===== src/hw/rtl/mesh_vertex_normal_engine_macros.svh =====
// Assertion helpers for the top-level file that checks the engine.
// Every check is clocked on clk and switched off while rst is high.
`ifndef MESH_VERTEX_NORMAL_ENGINE_MACROS_SVH
`define MESH_VERTEX_NORMAL_ENGINE_MACROS_SVH

// The consequent must hold in the same cycle as the antecedent.
`define MVN_ASSERT_IMP(label, ante, cons, msg) \
  label: assert property (@(posedge clk) disable iff (rst) (ante) |-> (cons)) \
    else $error(msg);

// The consequent must hold in the cycle after the antecedent.
`define MVN_ASSERT_NXT(label, ante, cons, msg) \
  label: assert property (@(posedge clk) disable iff (rst) (ante) |=> (cons)) \
    else $error(msg);

`endif


===== src/hw/rtl/mvn_pkg.sv =====
`default_nettype none

package mvn_pkg;

  localparam int VERTEX_COUNT = 1024;
  localparam int ADDR_W       = 10;
  localparam int STORE_DEPTH  = 1 << ADDR_W;
  localparam int ACCUM_WIDTH  = 21;
  localparam int COORD_W      = 16;
  localparam int EDGE_W       = COORD_W + 1;
  localparam int PROD_W       = 2 * EDGE_W;
  localparam int CROSS_W      = 36;
  localparam int NORM_W       = 16;
  localparam int UNIT_ONE     = 16384;
  localparam int FRAC_W       = 14;
  localparam int VTX_W        = 3 * COORD_W;
  localparam int ACC_W        = 3 * ACCUM_WIDTH;

  typedef enum logic [1:0] {
    MODE_LOAD = 2'd0,
    MODE_TRI  = 2'd1,
    MODE_READ = 2'd2,
    MODE_NONE = 2'd3
  } mode_t;

  localparam logic KIND_FACE   = 1'b0;
  localparam logic KIND_VERTEX = 1'b1;

  typedef logic signed [CROSS_W-1:0] wide_t;

  typedef struct packed {
    mode_t                     mode;
    logic [ADDR_W-1:0]         first_index;
    logic [ADDR_W-1:0]         second_index;
    logic [ADDR_W-1:0]         third_index;
    logic signed [COORD_W-1:0] pos_x;
    logic signed [COORD_W-1:0] pos_y;
    logic signed [COORD_W-1:0] pos_z;
  } cmd_t;

  typedef struct packed {
    logic signed [NORM_W-1:0] norm_x;
    logic signed [NORM_W-1:0] norm_y;
    logic signed [NORM_W-1:0] norm_z;
    logic                     result_kind;
    logic                     degenerate;
  } result_t;

  // Head of the command queue, front to back.
  typedef struct packed {
    logic valid;
    cmd_t cmd;
  } q_out_t;

  // Back end status seen by the front end.
  typedef struct packed {
    logic pop;
    logic clearing;
  } back_stat_t;

  typedef struct packed {
    logic  start;
    wide_t x;
    wide_t y;
    wide_t z;
  } norm_req_t;

  typedef struct packed {
    logic                     done;
    logic                     degenerate;
    logic signed [NORM_W-1:0] x;
    logic signed [NORM_W-1:0] y;
    logic signed [NORM_W-1:0] z;
  } norm_rsp_t;

  function automatic logic index_ok(logic [ADDR_W-1:0] idx);
    return int'(idx) < VERTEX_COUNT;
  endfunction

  // Saturating add of a normal component into an accumulator component.
  function automatic logic signed [ACCUM_WIDTH-1:0] sat_add(
      logic signed [ACCUM_WIDTH-1:0] a, logic signed [NORM_W-1:0] b);
    logic signed [ACCUM_WIDTH:0]   s;
    logic signed [ACCUM_WIDTH-1:0] r;
    s = (ACCUM_WIDTH+1)'(a) + (ACCUM_WIDTH+1)'(b);
    if (s[ACCUM_WIDTH] != s[ACCUM_WIDTH-1]) begin
      r = s[ACCUM_WIDTH] ? {1'b1, {(ACCUM_WIDTH-1){1'b0}}}
                         : {1'b0, {(ACCUM_WIDTH-1){1'b1}}};
    end else begin
      r = s[ACCUM_WIDTH-1:0];
    end
    return r;
  endfunction

endpackage

`default_nettype wire


===== src/hw/rtl/mvn_front.sv =====
`default_nettype none

module mvn_front import mvn_pkg::*; (
  input  logic       clk,
  input  logic       rst,
  input  logic       start,
  output logic       busy,
  input  cmd_t       cmd,
  input  back_stat_t stat,
  output q_out_t     q
);

  cmd_t       slots [0:1];
  logic       wr_ptr;
  logic       rd_ptr;
  logic [1:0] count;
  logic       accept;
  logic       push;
  logic       pop;

  // Unused mode codes are dropped here and never reach the back end.
  assign busy   = stat.clearing || (count == 2'd2);
  assign accept = start && !busy;
  assign push   = accept && (cmd.mode != MODE_NONE);
  assign pop    = stat.pop && (count != 2'd0);

  assign q.valid = (count != 2'd0);
  assign q.cmd   = slots[rd_ptr];

  always_ff @(posedge clk) begin
    if (push) begin
      slots[wr_ptr] <= cmd;
    end
  end

  always_ff @(posedge clk) begin
    if (rst) begin
      wr_ptr <= 1'b0;
      rd_ptr <= 1'b0;
      count  <= 2'd0;
    end else begin
      if (push) begin
        wr_ptr <= ~wr_ptr;
      end
      if (pop) begin
        rd_ptr <= ~rd_ptr;
      end
      count <= count + {1'b0, push} - {1'b0, pop};
    end
  end

endmodule

`default_nettype wire


===== config.mk =====
export PLATFORM = sky130hd
export DESIGN_NAME = mvn_front
export DESIGN_NICKNAME = d
export VERILOG_FILES = /design/src/hw/rtl/mesh_vertex_normal_engine_macros.svh /design/src/hw/rtl/mvn_pkg.sv /design/src/hw/rtl/mvn_front.sv
export SDC_FILE = /design/constraint.sdc
export NUM_CORES = 1
export LEC_CHECK = 0
export BUFFER_PORTS_ARGS = -buffer_cell sky130_fd_sc_hd__clkbuf_2
export CAP_MARGIN = 10
export CORE_ASPECT_RATIO = 1.75
export CORE_UTILIZATION = 30
export CTS_BUF_LIST = sky130_fd_sc_hd__clkbuf_4 sky130_fd_sc_hd__clkbuf_8
export DETAILED_ROUTE_END_ITERATION = 10
export SETUP_SLACK_MARGIN = 0.02
export SLEW_MARGIN = 20
export SYNTH_ARGS = -nofsm -noshare
export SYNTH_HDL_FRONTEND = slang
export SYNTH_SLANG_ARGS = --single-unit

===== constraint.sdc =====
create_clock -name clk -period 14.7 [get_ports clk]
set_input_delay 1.47 -clock clk [delete_from_list [all_inputs] [get_ports clk]]
set_output_delay 1.47 -clock clk [all_outputs]
set_load 0.02 [all_outputs]

Yosys cells after proc, flatten, opt, wreduce, memory -nomap -nowiden
Memories as Yosys holds them, arrays and structs flattened. A register that Yosys moved wholly into a read port is not among the register bits. Cells that the tools add are included.

Output and inout port bits: 82. Bits in writable memories: 160. Input port bits: 85. Memories kept: 1. Register bits: 4.

Multiplexer cells: 4. Add/subtract/negate cells: 2. Reductions and logical operators: 6. Bitwise operators: 2. Eq/ne operators: 2.

Memories: slots (words 2, bits a word 80, rd ports 1, clocked after Yosys merged registers in 1, wr ports 1, line mvn_front.sv:13) `cmd_t slots [0:1];`.

Operators with widths (number): two-way mux 1 bit (4); logical AND 1 bit (3); adder 2 x 1 -> 2 bit (1); equality test 2 bit (second input constant) (1); != test 2 bit (second input constant) (1); inverter 1 bit (2); nonzero test 2 bit (1); subtractor 2 x 1 -> 2 bit (1); logical NOT 1 bit (1); logical OR 1 bit (1).

Longest topological paths before layout
Depth in word-level cells: 7. Gate-level depth with buffers: 8.

Worst setup path after synthesis
OpenSTA, ideal clock, no wires.

Path kind: input-to-reg. Start point: input port start. End point: memory slots[1][0] (netlist name), enable pin. Setup slack: 8.720 ns. Cell stages on the path: 3. Library setup time: 0.519 ns. Path buffers: 0. Arrival time: 5.462 ns. Cell sequence: a21bo_2 -> or3_2 -> nor2_1.

Cells in the longest elaborated chain, start to end: 4.

Ends and longest elaborated chain: from (decl) (line mvn_front.sv:6) `input logic start,`; logical AND 1 bit (line mvn_front.sv:23) `assign accept = start && !busy;`; logical AND 1 bit (line mvn_front.sv:24) `assign push = accept && (cmd.mode != MODE_NONE);`; two-way mux 1 bit (line mvn_front.sv:31) `if (push) begin`; two-way mux 1 bit (not written as such) (line mvn_front.sv:32) `slots[wr_ptr] <= cmd;`; to (decl) (line mvn_front.sv:13).

No other way between the ends.

==> impl_metrics.json <==
{
  "synth_common_cells": "160 x edfxtp_1, 80 x mux2_2, 8 x buf_2",
  "gr-total-overflow": 0,
  "dp_hpwl_um": 7590,
  "synth_compound_area_frac": 0.00499,
  "hp-class": "flop to flop",
  "drt_iter0_markers": 121,
  "cts-resized-gates": 0,
  "yosysTopAreaCell": "edfxtp_1",
  "internal-power_mw": 0.854,
  "synth_area_leaders": "edfxtp_1 80%, mux2_2 15%, dfxtp_1 1.7%",
  "cts_setup_buffers": 0,
  "synth_top_area_frac": 0.799,
  "p_total_mw": 1.21,
  "synthSimpleGateAreaFrac": 0.0131,
  "crit_family": "flip-flops",
  "finalNetCount": 544,
  "core_area_sq_mm": 0.0197,
  "critPathMaxFanout": 41,
  "dr.pass1.iters": 4,
  "routabilityCongestion": 0.685,
  "cts_buffers": 17,
  "grt_use_met1": 0.0958,
  "clk_pin_slew_ns": 0.08,
  "syn_nets": 364,
  "syn_avg_cell_area_sq_um": 21.7,
  "post-route-drc-count": 0,
  "synth_adder_area_share": 0.00416,
  "synth_xor_area_frac": 0.00291,
  "io_pins": 167,
  "clock_path_buffers": 2,
  "cts.sinks": 165,
  "ant_nets": 0,
  "synth.most_common_cell": "edfxtp_1",
  "synth_top_family_by_area": "multiplexers",
  "die_w_um": 109,
  "pwr-share-clk": 0.277,
  "switching_power_mw": 0.358,
  "die_area_sq_mm": 0.0206,
  "yosys_most_used_dff": "edfxtp_1",
  "cp_cell_sequence": "buf_12, mux2_2, clkbuf_2",
  "grt_pass1_vias": 3531,
  "dr_total_vias": 3150,
  "wirelength_um": 11600,
  "synth_warnings": 0,
  "synth_area_sq_mm": 0.00601,
  "cp_num_buf_inv": 2,
  "clockRootBuffer": "clkbuf_8",
  "synth_cells": 277,
  "wire_per_inst_um": 16.2,
  "setup_violations": 0,
  "slew_headroom": 0.479,
  "worst_ep_required_time_ns": 13.23,
  "sw_frac_of_total": 0.295,
  "maxCapViolCount": 0,
  "grt_max_degree": 81,
  "cpPeakStageDelay_ns": 0.71,
  "rsz0062_at_grt": "no",
  "p_seq_frac": 0.474,
  "dieHeight_um": 189,
  "synth-seq-cells": 165,
  "ctsHoldBuffers": 0,
  "drv_slew": 0,
  "fmax_ghz": 0.283,
  "rows": 68,
  "worstSetupEndpointType": "primary output",
  "fin_area_sq_mm": 0.00759,
  "critPathArrivalTime_ns": 2.06,
  "track_usage": 0.116,
  "layout-drive-gt1-share": 0.621,
  "synth_edf_count": 160,
  "comb_power_share": 0.249,
  "p_leak_nw": 2.79,
  "crit_path_start_kind": "flop",
  "status": "finished, final reports clean",
  "grt_pass1_wl_um": 17300,
  "place_area_sq_mm": 0.00713,
  "met3_usage": 0.0330,
  "hold_viol": 0,
  "antenna_cells_inserted": 0,
  "holdWs_ns": 0.503,
  "powerDensity_mw_per_mm2": 160,
  "yosysSeqAreaShare": 0.816,
  "syn2layout_area_growth_pct": 26.2,
  "post-route-period-util": 0.240,
  "antenna_found_initial": 0,
  "via_per_inst": 4.41,
  "io_buffers": 166,
  "min_period_ns": 3.53,
  "start_util": 0.306,
  "async_flop_share": 0,
  "timing_worst_setup_path_type": "flop to primary output",
  "final.setup.tns_ns": 0,
  "cts_tree": "done",
  "grt_util_met2": 0.226,
  "cts-htree-levels": 4,
  "insertion_delay_ns": 0.45,
  "final.setup_skew_ns": 0.0123,
  "tightest_slew_ns": 0.782,
  "irDropWorstVdd_mv": 0.0921,
  "muxShareOfSynthArea": 0.150,
  "cpMaxStageDelayCell": "dfxtp_4",
  "top_usage_layer": "met2",
  "synth_cell_type_count": 21
}
logic make-up (layout without fill, tap and decap cells):
family                     Yosys count  in the layout
AOI/OAI and AO/OA                    4              4
xor gates and xnor gates             2              2
adders and majority gates            2              2
buffers and inverters               12            205
DFF                                165            165
muxes                               80             80
and+or+nand+nor                     12             12
layer usage:
| layer | share of wire | wire length [um] | up-vias |
|---|---|---|---|
| met3 | 0.044 | 516 | 20 |
| met1 | 0.32 | 3760 | 1577 |
| li1 | - | - | 1451 |
| met4 | 0.033 | 381 | 0 |
| met5 | 0 | 0 | - |
| met2 | 0.60 | 6940 | 102 |
final timing paths:
kind	from	endpoint	slack, ns	cells past startpoint
max reg2reg	count[1]	slots[1][53]	12.50	5
max	flop	q[59]	11.17	3
min reg2reg	wr_ptr	wr_ptr	0.50	2
min	wr_ptr	wr_ptr	0.50	2
power by group through the flow:
stage                     clock (mW)  sequential (mW)  combinational [mW]
after floorplan                    0            0.568               0.222
after global placement             0            0.603               0.284
after detailed placement           0            0.605               0.285
after CTS                      0.348            0.595               0.286
after global routing           0.364            0.581               0.322
final                          0.335            0.575               0.302
cells in the final DEF (no fill, tap or decap):
cell type / Yosys / layout
a21bo_2: 1 / 1
a21oi_1: 1 / 1
and2_2: 1 / 1
buf_12: 0 / 2
buf_4: 0 / 1
buf_6: 0 / 1
bufinv_16: 0 / 3
clkbuf_2: 0 / 166
clkbuf_4: 0 / 1
clkbuf_8: 0 / 18
clkinv_2: 0 / 5
clkinv_4: 0 / 2
clkinvlp_4: 0 / 4
dfxtp_1: 5 / 4
dfxtp_4: 0 / 1
edfxtp_1: 160 / 160
ha_1: 2 / 2
inv_1: 3 / 2
mux2_2: 80 / 80
nor2_1: 4 / 3
nor2_4: 0 / 1
nor2b_1: 1 / 1
nor2b_4: 1 / 1
nor3_1: 1 / 1
o21a_1: 1 / 1
o31ai_1: 1 / 1
or2_2: 2 / 2
or3_2: 1 / 1
or4_4: 1 / 1
xnor2_1: 1 / 1
xor2_1: 1 / 1
through the flow:
stage | util | cells | setup slack (ns)
after floorplan | - | 277 | 8.72
after global placement | 0.363 | 681 | 11.10
after detailed placement | 0.363 | 681 | 11.06
after CTS | 0.384 | 713 | 10.97
after global routing | 0.386 | 715 | 11.03
final | 0.386 | 715 | 11.17
layout make-up:
type                    instances  area, sq um
fillers                      1859        12100
flip-flops and latches        165         4910
multi-input cells             100         1060
repair buffers                170          890
well taps                     245          307
clock buffers                  19          255
clock inverters                13          158
inverters                       3         12.5
state kept, by name, indices dropped and copies added (netlist names), named ones only:
signal  count
count       2
rd_ptr      1
slots     160
wr_ptr      1
tightest hold or removal path: cells and delay by family (launching register included):
family         cells  cell delay, ns
flip-flops         1            0.33
AO/OA/AOI/OAI      2            0.13
Power figures use the tool's default switching activity.
